===== src/sv/tesan_pkg.sv =====
package tesan_pkg;

   localparam int unsigned BURST_MAX = 4;

   // bytes released by one input word, lowest index goes out first
   typedef struct packed {
      logic [BURST_MAX-1:0][7:0] bytes;
      logic [2:0]                len;    // 1..4
   } burst_type;

endpackage


===== src/sv/tesan_front.sv =====
module tesan_front (
   input  logic                 clock,
   input  logic                 reset,
   input  logic                 accept,
   input  logic [7:0]           in_byte,
   output logic                 push,
   output tesan_pkg::burst_type burst
);
   import tesan_pkg::*;

   localparam logic [2:0] MODE_NORMAL  = 3'd0;
   localparam logic [2:0] MODE_ESC     = 3'd1;
   localparam logic [2:0] MODE_CSI     = 3'd2;
   localparam logic [2:0] MODE_STRING  = 3'd3;
   localparam logic [2:0] MODE_STR_ESC = 3'd4;
   localparam logic [2:0] MODE_SKIP    = 3'd5;

   localparam logic [7:0] CH_BEL = 8'h07;
   localparam logic [7:0] CH_TAB = 8'h09;
   localparam logic [7:0] CH_LF  = 8'h0A;
   localparam logic [7:0] CH_CAN = 8'h18;
   localparam logic [7:0] CH_SUB = 8'h1A;
   localparam logic [7:0] CH_ESC = 8'h1B;
   localparam logic [7:0] CH_DEL = 8'h7F;
   localparam logic [7:0] CH_ST  = 8'h9C;

   logic [2:0]       mode_ff, mode_in;
   logic [1:0]       rem_ff, rem_in;
   logic [2:0]       cnt_ff, cnt_in;
   logic [20:0]      val_ff, val_in;
   logic [2:0][7:0]  held_ff, held_in;

   logic [20:0]      val_nx;
   logic [2:0]       cnt_nx;
   logic [20:0]      cp_lo;
   logic             len_ok;
   logic             cp_ok;
   logic             fresh;

   function automatic logic [2:0] c1_next(input logic [2:0] m, input logic [7:0] code);
      logic [2:0] r;
      r = MODE_NORMAL;
      if (m == MODE_STRING || m == MODE_STR_ESC) begin
         r = (code == CH_ST) ? MODE_NORMAL : MODE_STRING;
      end else begin
         case (code) inside
            8'h9B:                      r = MODE_CSI;
            8'h90, 8'h9D, 8'h9E, 8'h9F: r = MODE_STRING;
            8'h8E, 8'h8F:               r = MODE_SKIP;
            default:                    r = MODE_NORMAL;
         endcase
      end
      return r;
   endfunction

   always_comb begin
      mode_in = mode_ff;
      rem_in  = rem_ff;
      cnt_in  = cnt_ff;
      val_in  = val_ff;
      held_in = held_ff;
      push    = 1'b0;
      burst   = '0;
      fresh   = 1'b1;
      val_nx  = {val_ff[14:0], in_byte[5:0]};
      cnt_nx  = cnt_ff + 3'd1;
      len_ok  = 1'b1;
      unique case (cnt_nx)
         3'd2:    cp_lo = 21'h000080;
         3'd3:    cp_lo = 21'h000800;
         3'd4:    cp_lo = 21'h010000;
         default: begin
            cp_lo  = 21'h000000;
            len_ok = 1'b0;
         end
      endcase
      cp_ok = len_ok && (val_nx >= cp_lo)
           && !(val_nx >= 21'h00D800 && val_nx <= 21'h00DFFF)
           && (val_nx <= 21'h10FFFF);

      if (accept) begin
         if (rem_ff != 2'd0) begin
            if (in_byte < 8'h80 || in_byte > 8'hBF) begin
               // broken sequence: drop it, reprocess this byte below
               rem_in = 2'd0;
               cnt_in = 3'd0;
               val_in = '0;
            end else if (cnt_ff >= 3'd4) begin
               rem_in = 2'd0;
               cnt_in = 3'd0;
               val_in = '0;
               fresh  = 1'b0;
            end else begin
               fresh = 1'b0;
               if (cnt_ff < 3'd3) begin
                  held_in[cnt_ff[1:0]] = in_byte;
               end
               if (rem_ff != 2'd1) begin
                  rem_in = rem_ff - 2'd1;
                  cnt_in = cnt_nx;
                  val_in = val_nx;
               end else begin
                  rem_in = 2'd0;
                  cnt_in = 3'd0;
                  val_in = '0;
                  if (cp_ok) begin
                     if (val_nx >= 21'h000080 && val_nx <= 21'h00009F) begin
                        mode_in = c1_next(mode_ff, val_nx[7:0]);
                     end else begin
                        push           = 1'b1;
                        burst.len      = cnt_nx;
                        burst.bytes[0] = held_ff[0];
                        burst.bytes[1] = held_ff[1];
                        burst.bytes[2] = held_ff[2];
                        burst.bytes[cnt_ff[1:0]] = in_byte;
                     end
                  end
               end
            end
         end

         if (fresh) begin
            if (mode_ff == MODE_NORMAL && in_byte >= 8'h80) begin
               if (in_byte <= 8'h9F) begin
                  mode_in = c1_next(mode_ff, in_byte);
               end else if (in_byte >= 8'hC2 && in_byte <= 8'hDF) begin
                  rem_in     = 2'd1;
                  cnt_in     = 3'd1;
                  val_in     = {16'd0, in_byte[4:0]};
                  held_in[0] = in_byte;
               end else if (in_byte >= 8'hE0 && in_byte <= 8'hEF) begin
                  rem_in     = 2'd2;
                  cnt_in     = 3'd1;
                  val_in     = {17'd0, in_byte[3:0]};
                  held_in[0] = in_byte;
               end else if (in_byte >= 8'hF0 && in_byte <= 8'hF4) begin
                  rem_in     = 2'd3;
                  cnt_in     = 3'd1;
                  val_in     = {18'd0, in_byte[2:0]};
                  held_in[0] = in_byte;
               end
            end else if (mode_ff == MODE_SKIP) begin
               mode_in = MODE_NORMAL;
            end else begin
               burst.len      = 3'd1;
               burst.bytes[0] = in_byte;
               case (in_byte) inside
                  CH_CAN, CH_SUB: mode_in = MODE_NORMAL;
                  CH_ESC: begin
                     mode_in = (mode_ff == MODE_STRING || mode_ff == MODE_STR_ESC)
                             ? MODE_STR_ESC : MODE_ESC;
                  end
                  CH_BEL: begin
                     if (mode_ff == MODE_STRING || mode_ff == MODE_STR_ESC) begin
                        mode_in = MODE_NORMAL;
                     end
                  end
                  CH_LF, CH_TAB: push = (mode_ff == MODE_NORMAL);
                  CH_DEL: ;
                  default: begin
                     if (in_byte < 8'h20) begin
                        // other C0 controls vanish
                     end else if (in_byte >= 8'h80 && in_byte <= 8'h9F) begin
                        mode_in = c1_next(mode_ff, in_byte);
                     end else begin
                        unique case (mode_ff)
                           MODE_ESC: begin
                              case (in_byte) inside
                                 8'h5B:                      mode_in = MODE_CSI;
                                 8'h5D, 8'h50, 8'h5E, 8'h5F: mode_in = MODE_STRING;
                                 8'h4E, 8'h4F, 8'h23, 8'h25, 8'h20, 8'h28, 8'h29,
                                 8'h2A, 8'h2B, 8'h2D, 8'h2E, 8'h2F:
                                    mode_in = MODE_SKIP;
                                 default:                    mode_in = MODE_NORMAL;
                              endcase
                           end
                           MODE_CSI: begin
                              if (in_byte >= 8'h40 && in_byte <= 8'h7E) begin
                                 mode_in = MODE_NORMAL;
                              end
                           end
                           MODE_STRING: ;
                           MODE_STR_ESC: begin
                              mode_in = (in_byte == 8'h5C) ? MODE_NORMAL : MODE_STRING;
                           end
                           default: push = 1'b1;
                        endcase
                     end
                  end
               endcase
            end
         end
      end
   end

   always_ff @(posedge clock) begin
      if (reset) begin
         mode_ff <= MODE_NORMAL;
         rem_ff  <= 2'd0;
         cnt_ff  <= 3'd0;
         val_ff  <= '0;
      end else begin
         mode_ff <= mode_in;
         rem_ff  <= rem_in;
         cnt_ff  <= cnt_in;
         val_ff  <= val_in;
      end
   end

   always_ff @(posedge clock) begin
      held_ff <= held_in;
   end

endmodule


===== src/sv/tesan_queue.sv =====
module tesan_queue #(
   parameter int unsigned DEPTH = 4
) (
   input  logic                 clock,
   input  logic                 reset,
   input  logic                 push,
   input  tesan_pkg::burst_type push_data,
   input  logic                 pop,
   output tesan_pkg::burst_type head,
   output logic                 empty,
   output logic                 full
);
   import tesan_pkg::*;

   localparam int unsigned PW = $clog2(DEPTH);
   localparam int unsigned CW = $clog2(DEPTH + 1);
   localparam logic [PW-1:0] LAST_SLOT = PW'(DEPTH - 1);

   burst_type         store_ff [DEPTH];
   logic [PW-1:0]     wr_ptr_ff, wr_ptr_in;
   logic [PW-1:0]     rd_ptr_ff, rd_ptr_in;
   logic [CW-1:0]     count_ff, count_in;

   assign empty = (count_ff == '0);
   assign full  = (count_ff == CW'(DEPTH));
   assign head  = store_ff[rd_ptr_ff];

   always_comb begin
      wr_ptr_in = wr_ptr_ff;
      rd_ptr_in = rd_ptr_ff;
      count_in  = count_ff;
      if (push) begin
         wr_ptr_in = (wr_ptr_ff == LAST_SLOT) ? '0 : wr_ptr_ff + PW'(1);
      end
      if (pop) begin
         rd_ptr_in = (rd_ptr_ff == LAST_SLOT) ? '0 : rd_ptr_ff + PW'(1);
      end
      if (push && !pop) begin
         count_in = count_ff + CW'(1);
      end else if (pop && !push) begin
         count_in = count_ff - CW'(1);
      end
   end

   always_ff @(posedge clock) begin
      if (reset) begin
         wr_ptr_ff <= '0;
         rd_ptr_ff <= '0;
         count_ff  <= '0;
      end else begin
         wr_ptr_ff <= wr_ptr_in;
         rd_ptr_ff <= rd_ptr_in;
         count_ff  <= count_in;
      end
   end

   always_ff @(posedge clock) begin
      if (push) begin
         store_ff[wr_ptr_ff] <= push_data;
      end
   end

endmodule


===== src/sv/tesan_back.sv =====
module tesan_back (
   input  logic                 clock,
   input  logic                 reset,
   input  tesan_pkg::burst_type head,
   input  logic                 empty,
   output logic                 pop,
   output logic                 out_valid,
   input  logic                 out_ready,
   output logic [7:0]           out_byte,
   output logic                 out_last
);
   import tesan_pkg::*;

   logic [1:0] idx_ff, idx_in;
   logic       taken;

   assign out_valid = !empty;
   assign out_byte  = head.bytes[idx_ff];
   assign out_last  = ({1'b0, idx_ff} == head.len - 3'd1);
   assign taken     = out_valid && out_ready;
   assign pop       = taken && out_last;

   always_comb begin
      idx_in = idx_ff;
      if (taken) begin
         idx_in = out_last ? 2'd0 : idx_ff + 2'd1;
      end
   end

   always_ff @(posedge clock) begin
      if (reset) begin
         idx_ff <= 2'd0;
      end else begin
         idx_ff <= idx_in;
      end
   end

endmodule


===== src/sv/terminal_escape_utf8_sanitizer.sv =====
// channel  dir  handshake              payload
// req_     in   req_tvalid/req_tready  tdata[7:0] in_byte
// rsp_     out  rsp_tvalid/rsp_tready  tdata[7:0] out_byte, tlast run_last
//
// One word is taken per cycle while the burst queue has room; the classifier
// settles each byte in that cycle. Each byte releases 0 to 4 words, which the
// serializer sends one per cycle while rsp_tready is high, so output sets the sustained rate.
// Synchronous reset returns to plain text mode with an empty queue.
// A stalled output fills the queue (QUEUE_DEPTH bursts) before req_tready drops.
module terminal_escape_utf8_sanitizer #(
   parameter int unsigned QUEUE_DEPTH = 4
) (
   input  logic       clock,
   input  logic       reset,
   input  logic       req_tvalid,
   output logic       req_tready,
   input  logic [7:0] req_tdata,   // [7:0] in_byte
   output logic       rsp_tvalid,
   input  logic       rsp_tready,
   output logic [7:0] rsp_tdata,   // [7:0] out_byte
   output logic       rsp_tlast    // run_last
);
   import tesan_pkg::*;

   logic      accept;
   logic      push;
   burst_type burst;
   burst_type head;
   logic      empty;
   logic      full;
   logic      pop;

   assign req_tready = !full;
   assign accept     = req_tvalid && req_tready;

   tesan_front u_front (
      .clock   (clock),
      .reset   (reset),
      .accept  (accept),
      .in_byte (req_tdata),
      .push    (push),
      .burst   (burst)
   );

   tesan_queue #(
      .DEPTH (QUEUE_DEPTH)
   ) u_queue (
      .clock     (clock),
      .reset     (reset),
      .push      (push),
      .push_data (burst),
      .pop       (pop),
      .head      (head),
      .empty     (empty),
      .full      (full)
   );

   tesan_back u_back (
      .clock     (clock),
      .reset     (reset),
      .head      (head),
      .empty     (empty),
      .pop       (pop),
      .out_valid (rsp_tvalid),
      .out_ready (rsp_tready),
      .out_byte  (rsp_tdata),
      .out_last  (rsp_tlast)
   );

endmodule


===== config.mk =====
export PLATFORM = sky130hd
export DESIGN_NAME = terminal_escape_utf8_sanitizer
export DESIGN_NICKNAME = d
export VERILOG_FILES = /design/src/sv/tesan_pkg.sv /design/src/sv/tesan_front.sv /design/src/sv/tesan_queue.sv /design/src/sv/tesan_back.sv /design/src/sv/terminal_escape_utf8_sanitizer.sv
export SDC_FILE = /design/constraint.sdc
export NUM_CORES = 1
export LEC_CHECK = 0
export ABC_AREA = 0
export ABC_CLOCK_PERIOD_IN_PS = 4800
export CORE_MARGIN = 2
export CORE_UTILIZATION = 64
export DETAILED_ROUTE_END_ITERATION = 8
export DONT_BUFFER_PORTS = 1
export PLACE_DENSITY = 0.92
export SKIP_LAST_GASP = 1
export SLEW_MARGIN = 40
export SYNTH_ARGS = -nofsm -noshare
export SYNTH_HDL_FRONTEND = slang
export SYNTH_SLANG_ARGS = --single-unit

===== constraint.sdc =====
create_clock -name clock -period 4.8 [get_ports clock]
set_clock_uncertainty 0.2 [all_clocks]
set_input_delay 0.96 -clock clock [delete_from_list [all_inputs] [get_ports clock]]
set_output_delay 0.96 -clock clock [all_outputs]
set_load 0.02 [all_outputs]

==> results of run 1 <==
cell usage in the layout (no fill, tap or decap), types with 7 or more instances in the layout:
| cell | Yosys | final |
|---|---|---|
| sky130_fd_sc_hd__a21oi_1 | 22 | 22 |
| sky130_fd_sc_hd__a22o_1 | 9 | 9 |
| sky130_fd_sc_hd__a22oi_1 | 18 | 18 |
| sky130_fd_sc_hd__a31oi_1 | 7 | 7 |
| sky130_fd_sc_hd__buf_4 | 2 | 10 |
| sky130_fd_sc_hd__clkbuf_16 | 0 | 17 |
| sky130_fd_sc_hd__dfxtp_1 | 34 | 32 |
| sky130_fd_sc_hd__edfxtp_1 | 164 | 164 |
| sky130_fd_sc_hd__ha_1 | 19 | 19 |
| sky130_fd_sc_hd__inv_1 | 24 | 24 |
| sky130_fd_sc_hd__mux2_2 | 19 | 19 |
| sky130_fd_sc_hd__mux4_2 | 43 | 43 |
| sky130_fd_sc_hd__nand2_1 | 21 | 21 |
| sky130_fd_sc_hd__nand2b_1 | 7 | 7 |
| sky130_fd_sc_hd__nand3_1 | 7 | 7 |
| sky130_fd_sc_hd__nor2_1 | 54 | 53 |
| sky130_fd_sc_hd__nor2b_1 | 23 | 19 |
| sky130_fd_sc_hd__nor3_1 | 22 | 22 |
| sky130_fd_sc_hd__o21ai_0 | 11 | 11 |
| sky130_fd_sc_hd__or3_1 | 8 | 8 |
final cells by class:
cell class	instances	area (sq um)	area share, %
Multi-Input combinational cell	401	3470	34.5
Sequential cell	198	5610	55.7
Clock buffer	20	437	4.34
Tap cell	184	230	2.29
Timing Repair Buffer	10	75.1	0.746
Clock inverter	11	145	1.44
Inverter	25	93.8	0.933
sequential cells by signal (all words and copies together), names as in the netlist, named ones only:
name	count
u_queue.store_ff	140
u_front.held_ff	24
u_front.val_ff	15
u_front.cnt_ff	3
u_front.mode_ff	3
u_queue.count_ff	3
u_back.idx_ff	2
u_front.rem_ff	2
u_queue.rd_ptr_ff	2
u_queue.wr_ptr_ff	2
worst paths after layout:
| check | slack, ns | to | cells after the start |
|---|---|---|---|
| hold / removal | 0.31 | u_queue.count_ff[2]$_SDFFE_PP0P_ | 2 |
| hold reg to reg | 0.31 | u_queue.count_ff[2]$_SDFFE_PP0P_ | 2 |
| setup reg to reg | 0.61 | u_queue.count_ff[2]$_SDFFE_PP0P_ | 16 |
| setup / recovery | 0.61 | u_queue.count_ff[2]$_SDFFE_PP0P_ | 16 |
cell families (layout without fill, tap and decap cells):
| family | after synthesis | in the layout |
|---|---|---|
| compound gates | 110 | 110 |
| xor+xnor | 9 | 9 |
| fa+ha+maj | 21 | 21 |
| buf+inv | 67 | 66 |
| flops | 198 | 198 |
| mux | 68 | 68 |
| other cells | 1 | 4 |
| simple gates | 189 | 189 |
per-layer routing:
metal	up-vias	share of wire, %	track usage, %
met4	0	3.8	11.8
met5	-	0	0
met2	378	49	44.9
li1	2544	-	-
met3	62	8.8	6.53
met1	2827	38	36.8
metrics by stage:
step           power, W  hold WS, ns  instance area, sq um  util (%)
6_report        0.00396        0.306                 10100      70.0
5_1_grt         0.00409        0.352                 10100      70.0
4_1_cts         0.00396        0.307                 10100      70.0
3_5_place_dp    0.00257        0.300                  9480      65.9
3_3_place_gp    0.00255        0.273                  9480      65.9
2_1_floorplan   0.00246        0.261                  9340         -
critical path, cell delays in order (launching register included):
cell	delay (ns)
sky130_fd_sc_hd__dfxtp_1	0.39
sky130_fd_sc_hd__ha_1	0.29
sky130_fd_sc_hd__xnor2_1	0.33
sky130_fd_sc_hd__nand2_1	0.12
sky130_fd_sc_hd__ha_1	0.31
sky130_fd_sc_hd__and4b_1	0.20
sky130_fd_sc_hd__nand4_1	0.10
sky130_fd_sc_hd__and3_2	0.30
sky130_fd_sc_hd__a21oi_2	0.19
sky130_fd_sc_hd__a31oi_2	0.31
sky130_fd_sc_hd__inv_1	0.14
sky130_fd_sc_hd__ha_1	0.19
sky130_fd_sc_hd__inv_1	0.06
sky130_fd_sc_hd__fa_1	0.37
sky130_fd_sc_hd__xor2_1	0.18
sky130_fd_sc_hd__or3_1	0.30
sky130_fd_sc_hd__a21oi_1	0.15
where the power goes:
| part | leakage (nW) | total [W] | switching, W | internal, W |
|---|---|---|---|---|
| registers | 1.77 | 0.00202 | 0.0000748 | 0.00195 |
| logic | 1.21 | 0.000524 | 0.000305 | 0.000219 |
| clock network | 0.278 | 0.00141 | 0.000633 | 0.000779 |
| total | 3.26 | 0.00396 | 0.00101 | 0.00294 |
==> reports/results.ini, run 1 <==
[clock_tree]
ctsResizeCount=0
clk-insertion-delay-late_ns=0.44
ctsHoldBuffers=0
cts-buffers-inserted=17
clock_tree.htree_level_count=4
ctsRootBufferMaster=sky130_fd_sc_hd__clkbuf_16
clock_tree_from_tritoncts=built
cts.path.max_buffers=2
cts.clk_slew.worst_paths_ns=0.07
cts.sinks=198
cts_setup_buffers=0

[drt]
routed_wl_mm=20.9
dr.first_iter.drc_count=666
wire_per_inst_um=24.6
first_pass_iters=5
vias=5811
drt-vias-per-instance=6.84
ant_nets=0
route.detailed.drc=0

[pwr]
leakagePower_nw=3.26
power.density_nw_per_um2=393
vdd_ir_drop_max_mv=0.292

[synth]
synth_flop_cell=sky130_fd_sc_hd__edfxtp_1
synth_compound_gate_area_share_pct=8.43
syn-mean-instance-area_sq_um=14.1
yosysSeqAreaShare_pct=60.1
synth-adder-area-share_pct=2.87
synth_simple_gate_area_share_pct=11.2
synth.area.top_cells=sky130_fd_sc_hd__edfxtp_1, sky130_fd_sc_hd__mux4_2, sky130_fd_sc_hd__dfxtp_1
synthesis.instances=663
flop_and_latch_count_out_of_synthesis=198
number_of_enable_flip_flop_cells_after_synthesis=164
synth_cell_types=83
syn_area_sq_um=9320
yosys-top-cells-count=sky130_fd_sc_hd__edfxtp_1, sky130_fd_sc_hd__nor2_1, sky130_fd_sc_hd__mux4_2, sky130_fd_sc_hd__dfxtp_1, sky130_fd_sc_hd__clkbuf_1
post-synth-top-area-fraction_pct=52.8
synth_top_family_by_area=multiplexers
synth.most_common_cell=sky130_fd_sc_hd__edfxtp_1
largest_area_contributor_in_the_synthesized_netlist=sky130_fd_sc_hd__edfxtp_1
synth.area.mux_share_pct=13.4
ys_warn_count=0
synth_async_sr_flop_share_pct=0
yosys.area_share.xor_xnor_pct=0.845

[placed_design]
placement.setup.worst_slack_ns=0.645
finalWeightedCongestion=0.926
post-dp-hpwl_mm=13.7
place.detailed.instances=818
placement.io_buffers=0

[run]
maximum_capacitance_violations=0

[layout]
layout_cells_excl_fill=849
nets=685
antenna_cells=0
fillCellCount=881
final_layout_size_suffix_gt1_share_pct=19.2
flow.area_growth_from_synthesis_pct=7.90

[global_route]
grt_overflow_total=0
grt_pass1_vias=5861
number_of_antenna_violations_at_the_first_check_in_global_routing=0
grt_max_degree=36
wire_length_of_the_first_global_routing_pass_mm=33.0
groute.usage.overall_pct=27.9

[worst_setup_path]
critical_path.max_fanout=8
crit_path_start_kind=register
timing.critical_path.arrival_ns=4.35
startpoint=u_front.cnt_ff[0]$_SDFFE_PP0P_
crit_required_ns=4.96
category_of_the_worst_setup_path_capture_point=register
critPathKind=reg2reg
worstReg2RegStart=u_front.cnt_ff[0]$_SDFFE_PP0P_

[die]
ioPinCount=23
die_w_um=125
die_y_um=125
fp.coreArea_sq_um=14400
design.die.area_sq_um=15600
initial_utilization_pct=64.9
placement_rows=44

[run_status]
run_status=completed

[sta]
grt_setup_unrepaired=no
maxSlewHeadroom_pct=49.1
finalHoldViolations=0
slew_violations=0
final.setup.worst_slack_ns=0.609
maxClockFrequency_ghz=0.239
worstMarginPinSlew_ns=0.762
setup_tns_ns=0
setup_violation_total_in_the_final_timing_report=0
layout_worst_path_cycle_share_pct=87.3
period_needed_ns=4.19

[min_path]
path_category_of_the_worst_min_delay_check=reg2reg
min_from=u_queue.count_ff[2]$_SDFFE_PP0P_

No activity file was read; power rests on OpenSTA's default activity.
==> inputs of run 2 (changes only) <==
CORE_UTILIZATION = 65   (was 64)
CTS_BUF_LIST = sky130_fd_sc_hd__clkbuf_8   (was not set)
PLACE_DENSITY = 0.93   (was 0.92)
==> run 2 against run 1 <==
Count of clock-buffer cells in the layout fell by 3. Global-route usage rose by 0.25 points. Non-clock buffer count fell by 1. Combinational power barely moved. Critical path depth did not move. Fmax rose by 0.45%. Worst hold slack improved by 0.0064 ns. Critical endpoint unchanged. Highest routed layer unchanged.
==> reports/results.ini, run 2 (same netlist as run 1, synthesis figures left out) <==
[layout]
reg.largest.list=u_queue.store_ff: 140 flops, u_front.held_ff: 24 flops, u_front.val_ff: 15 flops
antenna_cells=0  ; unchanged
flow.area_growth_from_synthesis_pct=6.21
largest_register_ff_count=140  ; unchanged
most-common-layout-cells=sky130_fd_sc_hd__edfxtp_1, sky130_fd_sc_hd__nor2_1, sky130_fd_sc_hd__mux4_2
multiInputGateArea_sq_um=3470  ; unchanged
fillCellCount=882  ; +0.11%
layout.cells.most_common=sky130_fd_sc_hd__edfxtp_1
design_area_sq_um=9900  ; -1.6%
nets=684  ; -0.15%
seqCellArea_sq_um=5610  ; unchanged
final_layout_size_suffix_gt1_share_pct=19.2  ; unchanged
layout_cells_excl_fill=845  ; -0.47%
register_with_the_most_flip_flops=u_queue.store_ff

[clock_tree]
ctsHoldBuffers=0  ; unchanged
clock_tree.htree_level_count=4  ; unchanged
cts.sinks=198  ; unchanged
cts.clk_slew.worst_paths_ns=0.09  ; +0.02 ns
cts-buffers-inserted=17  ; unchanged
ctsRootBufferMaster=sky130_fd_sc_hd__clkbuf_8
cts_setup_buffers=0  ; unchanged
clock_tree_from_tritoncts=built
cts.path.max_buffers=2  ; unchanged
clk-insertion-delay-late_ns=0.46  ; +0.02 ns
ctsResizeCount=0  ; unchanged

[worst_setup_path]
reg2regPathDepth=16  ; unchanged
category_of_the_worst_setup_path_capture_point=register
critical_path.max_fanout=8  ; unchanged
crit_path_start_kind=register
critPathKind=reg2reg
r2r-end=u_queue.count_ff[2]$_SDFFE_PP0P_
timing.reg2reg.setup_slack_ns=0.63  ; +0.02 ns
worstReg2RegStart=u_front.cnt_ff[0]$_SDFFE_PP0P_
crit_required_ns=5.00  ; +0.04 ns
timing.critical_path.arrival_ns=4.37  ; +0.02 ns

[sta]
worstMarginPinSlew_ns=0.817  ; +0.0549 ns
maxClockFrequency_ghz=0.240  ; +0.45%
layout_worst_path_cycle_share_pct=86.9  ; -0.39 points
slew_violations=0  ; unchanged
setup_violation_total_in_the_final_timing_report=0  ; unchanged
grt_setup_unrepaired=no
period_needed_ns=4.17  ; -0.0186 ns
maxSlewHeadroom_pct=45.5  ; -3.6 points
setup_tns_ns=0  ; unchanged
finalHoldViolations=0  ; unchanged

[drt]
wire_per_inst_um=23.8  ; -3.3%
ant_nets=0  ; unchanged
dr.first_iter.drc_count=727  ; +9.2%
route.detailed.drc=0  ; unchanged
vias=5725  ; -1.5%
first_pass_iters=5  ; unchanged
drt-vias-per-instance=6.78  ; -1.0%
routed_wl_mm=20.1  ; -3.8%

[pwr]
vdd_ir_drop_max_mv=0.204  ; -30%
power.density_nw_per_um2=373  ; -5.1%
leakagePower_nw=3.20  ; -1.8%

[min_path]
hold_depth=2  ; unchanged
path_category_of_the_worst_min_delay_check=reg2reg
hold_path_end=u_queue.wr_ptr_ff[0]$_SDFFE_PP0P_
min_from=u_queue.wr_ptr_ff[0]$_SDFFE_PP0P_

[placed_design]
finalWeightedCongestion=0.944  ; +1.9%
placement.io_buffers=0  ; unchanged
post-dp-hpwl_mm=13.4  ; -2.4%
place.detailed.instances=813  ; -0.61%
post_dp_cell_area_sq_um=9460  ; -0.13%

[global_route]
number_of_antenna_violations_at_the_first_check_in_global_routing=0  ; unchanged
wire_length_of_the_first_global_routing_pass_mm=31.6  ; -4.4%
groute.usage.overall_pct=28.1  ; +0.25 points
grt_pass1_vias=5819  ; -0.72%
grt_overflow_total=0  ; unchanged
grt_max_degree=36  ; unchanged

[run_status]
run_status=completed

[die]
fp.coreArea_sq_um=13900  ; -3.0%
ioPinCount=23  ; unchanged
die_y_um=124  ; -0.75%
placement_rows=43  ; -2.3%
initial_utilization_pct=66.9  ; +2.0 points
design.die.area_sq_um=15300  ; -1.5%
die_w_um=124  ; -0.75%

[run]
maximum_capacitance_violations=0  ; unchanged

## run 2: cell types whose count changed in the layout (fill, tap and decap cells not counted), moves of 2 or more
cell	before	now
sky130_fd_sc_hd__bufinv_16	2	4
sky130_fd_sc_hd__inv_6	2	4
sky130_fd_sc_hd__clkbuf_16	17	0
sky130_fd_sc_hd__clkbuf_1	3	0
sky130_fd_sc_hd__inv_1	24	26
sky130_fd_sc_hd__clkbuf_8	0	17
## run 2: area by class of cell
class                      count  share of cell area (%)
clock buffer                  17                    2.36
clock inverter                15                    2.05
tap                          180                    2.27
timing repair buffer           9                   0.682
inverter                      25                   0.948
multi-input combinational    401                    35.1
sequential                   198                    56.6
## run 2: worst max-delay path, stage by stage (launching register included)
cell and delay (ns):
sky130_fd_sc_hd__dfxtp_1 0.39, sky130_fd_sc_hd__ha_1 0.28, sky130_fd_sc_hd__xnor2_1 0.32, sky130_fd_sc_hd__nand2_1 0.11, sky130_fd_sc_hd__ha_1 0.30, sky130_fd_sc_hd__and4b_1 0.19
sky130_fd_sc_hd__nand4_1 0.09, sky130_fd_sc_hd__and3_2 0.29, sky130_fd_sc_hd__a21oi_2 0.18, sky130_fd_sc_hd__a31oi_2 0.31, sky130_fd_sc_hd__inv_1 0.16, sky130_fd_sc_hd__ha_1 0.20
sky130_fd_sc_hd__inv_1 0.07, sky130_fd_sc_hd__fa_1 0.37, sky130_fd_sc_hd__xor2_1 0.19, sky130_fd_sc_hd__or3_1 0.32, sky130_fd_sc_hd__a21oi_1 0.14
## run 2: where the power goes
group / total (W) / switching, W / internal (W)
Sequential: 0.00202 / 0.0000730 / 0.00195
Clock: 0.00115 / 0.000579 / 0.000574
Combinational: 0.000527 / 0.000310 / 0.000217
## run 2: how the worst max path moves through the flow
stage	startpoint	end
after CTS	u_front.cnt_ff[0]$_SDFFE_PP0P_	u_queue.count_ff[2]$_SDFFE_PP0P_
after global placement	req_tdata[0]	u_queue.count_ff[2]$_SDFFE_PP0P_
after detailed placement	req_tdata[0]	u_queue.count_ff[2]$_SDFFE_PP0P_
after global routing	u_front.cnt_ff[0]$_SDFFE_PP0P_	u_queue.count_ff[2]$_SDFFE_PP0P_
after floorplan	req_tdata[6]	u_queue.store_ff[0][0]$_DFFE_PP_
final	u_front.cnt_ff[0]$_SDFFE_PP0P_	u_queue.count_ff[2]$_SDFFE_PP0P_
## run 2: stage by stage
step / hold WS (ns) / utilization [%] / total power (W) / worst slack (ns)
floorplan: 0.261 / - / 0.00246 / 0.301
global placement: 0.270 / 67.9 / 0.00254 / 0.840
detailed placement: 0.285 / 67.9 / 0.00257 / 0.691
CTS: 0.308 / 71.0 / 0.00371 / 0.656
global route: 0.329 / 71.1 / 0.00383 / 0.382
finish: 0.312 / 71.1 / 0.00370 / 0.628
## run 2: per-layer routing
layer  part of all wire, %  vias to the layer above  GRT usage [%]
li1                      -                     2532              -
met1                    40                     2838           37.1
met2                    49                      307           44.6
met3                   7.3                       48           5.95
met4                   3.3                        0           14.1
met5                     0                        -              0
==> inputs of run 3 (changes only) <==
--- a/config.mk
+++ b/config.mk
@@ -9,2 +9,3 @@
 export ABC_CLOCK_PERIOD_IN_PS = 4800
+export CAP_MARGIN = 20
 export CORE_MARGIN = 2
==> constraint.sdc (replaced) <==
create_clock -name clock -period 4.8 [get_ports clock]
set_clock_uncertainty 0.2 [all_clocks]
set_input_delay 0.48 -clock clock [delete_from_list [all_inputs] [get_ports clock]]
set_output_delay 0.48 -clock clock [all_outputs]
set_load 0.02 [all_outputs]
==> run 3 against run 2 <==
Sequential cell count did not move. Fmax fell by 0.96%. Critical path depth did not move. Critical path type unchanged. Critical endpoint unchanged. Largest cell class unchanged.
==> reports/results.ini, run 3 (same netlist as run 1, synthesis figures left out) <==
[sta]
maxClockFrequency_ghz=0.237  ; -0.96%
period_needed_ns=4.21  ; +0.0406 ns
final.setup.worst_slack_ns=0.587  ; -0.0406 ns
maxSlewHeadroom_pct=45.4  ; -0.11 points
setup_violation_total_in_the_final_timing_report=0  ; unchanged
slew_violations=0  ; unchanged
grt_setup_unrepaired=no
worstMarginPinSlew_ns=0.818  ; +0.000583 ns
finalHoldViolations=0  ; unchanged
setup_tns_ns=0  ; unchanged
layout_worst_path_cycle_share_pct=87.8  ; +0.85 points

[min_path]
path_category_of_the_worst_min_delay_check=in2reg

[placed_design]
post_dp_cell_area_sq_um=9480  ; +0.17%
place.detailed.instances=815  ; +0.25%
placement.setup.worst_slack_ns=0.740  ; +0.0495 ns
post-dp-hpwl_mm=13.4  ; about the same
placement.io_buffers=0  ; unchanged
finalWeightedCongestion=0.937  ; -0.72%

[run_status]
run_status=completed

[die]
ioPinCount=23  ; unchanged
initial_utilization_pct=66.9  ; unchanged
die_y_um=124  ; unchanged
design.die.area_sq_um=15300  ; unchanged
die_w_um=124  ; unchanged
placement_rows=43  ; unchanged
fp.coreArea_sq_um=13900  ; unchanged

[layout]
reg.largest.list=u_queue.store_ff: 140 flops, u_front.held_ff: 24 flops, u_front.val_ff: 15 flops
most-common-layout-cells=sky130_fd_sc_hd__edfxtp_1, sky130_fd_sc_hd__nor2_1, sky130_fd_sc_hd__mux4_2
nets=693  ; +1.3%
final_layout_size_suffix_gt1_share_pct=19.9  ; +0.63 points
layout.core_utilization_pct=71.6  ; +0.57 points
register_with_the_most_flip_flops=u_queue.store_ff
flow.area_growth_from_synthesis_pct=7.07
largest_register_ff_count=140  ; unchanged
antenna_cells=0  ; unchanged
layout.cells.most_common=sky130_fd_sc_hd__edfxtp_1
layout_cells_excl_fill=854  ; +1.1%
design_area_sq_um=9980  ; +0.81%

[run]
maximum_capacitance_violations=0  ; unchanged

[clock_tree]
cts.path.max_buffers=2  ; unchanged
cts.clk_slew.worst_paths_ns=0.10  ; about the same
cts.sinks=198  ; unchanged
ctsRootBufferMaster=sky130_fd_sc_hd__clkbuf_8
clock_tree.htree_level_count=4  ; unchanged
clock_tree_from_tritoncts=built
ctsResizeCount=0  ; unchanged
cts-buffers-inserted=17  ; unchanged
cts_setup_buffers=0  ; unchanged
clk-insertion-delay-late_ns=0.48  ; +0.02 ns

[worst_setup_path]
worst-path-buf-inv=2  ; unchanged
critical_path.max_fanout=8  ; unchanged
worst_path_max_delay_cell=sky130_fd_sc_hd__dfxtp_1
critPathKind=reg2reg
crit_path_start_kind=register
category_of_the_worst_setup_path_capture_point=register
crit_required_ns=5.00  ; about the same
critPathMaxStageDelay_ns=0.40  ; about the same
path_common_cell=sky130_fd_sc_hd__ha_1
critical_path.cell_chain=ha_1, xnor2_1, nand2_1, ha_1, and4b_1, nand4_1, and3_2, a21oi_2, a31oi_2, inv_1, ha_1, inv_1, fa_1, xor2_1, or3_1, a21oi_1
timing.critical_path.arrival_ns=4.42  ; +0.05 ns
path_delay_family=adder cells

[global_route]
wire_length_of_the_first_global_routing_pass_mm=32.6  ; +3.2%
groute.usage.overall_pct=29.1  ; +0.97 points
grt_pass1_vias=5904  ; +1.5%
grt_max_degree=36  ; unchanged
number_of_antenna_violations_at_the_first_check_in_global_routing=0  ; unchanged
grt_overflow_total=0  ; unchanged

[pwr]
net-switching-power_w=0.000974  ; +1.2%
leakagePower_nw=3.23  ; +0.95%
vdd_ir_drop_max_mv=0.180  ; -12%
part_of_the_power_in_registers_pct=54.2  ; -0.4 points
swShare_pct=26.2  ; +0.19 points
power.density_nw_per_um2=372  ; -0.34%
power_frac_clock_pct=31.2  ; about the same
power.share.combinational_pct=14.6  ; +0.3 points
internal-power_w=0.00274  ; +0.20%

[drt]
route.detailed.drc=0  ; unchanged
drt-vias-per-instance=6.90  ; +1.9%
vias=5895  ; +3.0%
ant_nets=0  ; unchanged
routed_wl_mm=20.9  ; +3.7%
first_pass_iters=6  ; +1
wire_per_inst_um=24.5  ; +2.6%
dr.first_iter.drc_count=701  ; -3.6%

-- run 3: cell count changes in the layout (fill, tap and decap cells not counted), moves of 2 or more --
cell / previous run / this run
sky130_fd_sc_hd__inv_1: 26 / 24
sky130_fd_sc_hd__clkinv_4: 2 / 0
sky130_fd_sc_hd__clkinvlp_4: 1 / 3
sky130_fd_sc_hd__inv_6: 4 / 2
sky130_fd_sc_hd__clkinv_2: 0 / 3
sky130_fd_sc_hd__buf_4: 9 / 11
sky130_fd_sc_hd__dlygate4sd3_1: 0 / 6
-- run 3: worst paths after layout --
check                              startpoint                          endpoint  slack (ns)  cells past startpoint
max reg2reg    u_front.cnt_ff[0]$_SDFFE_PP0P_  u_queue.count_ff[2]$_SDFFE_PP0P_        0.59                     16
max            u_front.cnt_ff[0]$_SDFFE_PP0P_  u_queue.count_ff[2]$_SDFFE_PP0P_        0.59                     16
min reg2reg  u_queue.count_ff[2]$_SDFFE_PP0P_  u_queue.count_ff[2]$_SDFFE_PP0P_        0.32                      2
min                              req_tdata[1]      u_front.held_ff[1]$_DFFE_PP_        0.03                      1
-- run 3: area by class of cell --
type                    count  area [sq um]
flip-flops and latches    198          5610
fillers                   850          3950
multi-input cells         401          3470
clock buffers              17           234
well taps                 180           225
clock inverters            15           201
repair buffers             18           148
inverters                  25          93.8
-- run 3: timing repair --
item                       4_1_cts  5_1_grt
setup endpoints to repair        0        0
hold buffers                     7        0
hold endpoints to repair        32        0
-- run 3: power groups by stage --
stage / combinational (W) / sequential, W / clock [W]
final: 0.000542 / 0.00201 / 0.00116
after global routing: 0.000583 / 0.00202 / 0.00123
after floorplan: 0.000449 / 0.00201 / 0
after CTS: 0.000539 / 0.00201 / 0.00117
after global placement: 0.000504 / 0.00204 / 0
after detailed placement: 0.000523 / 0.00205 / 0
-- run 3: metrics by stage --
step | hold slack [ns] | power (W)
CTS | 0.00350 | 0.00372
detailed placement | 0.294 | 0.00257
floorplan | 0.261 | 0.00246
global route | 0.0139 | 0.00384
finish | 0.0319 | 0.00372
global placement | 0.269 | 0.00255
-- run 3: worst register-to-register path, delay by kind of cell (launching register included) --
kind,cells,cell delay [ns]
fa+ha+maj,4,1.18
simple gates,5,1.08
compound gates,3,0.60
xor+xnor,2,0.48
flops,1,0.40
buf+inv,2,0.20
-- run 3: per-layer routing --
layer | up-vias | track usage [%] | routed length [um]
li1 | 2565 | - | -
met1 | 2953 | 37.0 | 8070
met2 | 312 | 49.0 | 10500
met3 | 65 | 6.55 | 1680
met4 | 0 | 11.1 | 642
met5 | - | 0 | 0
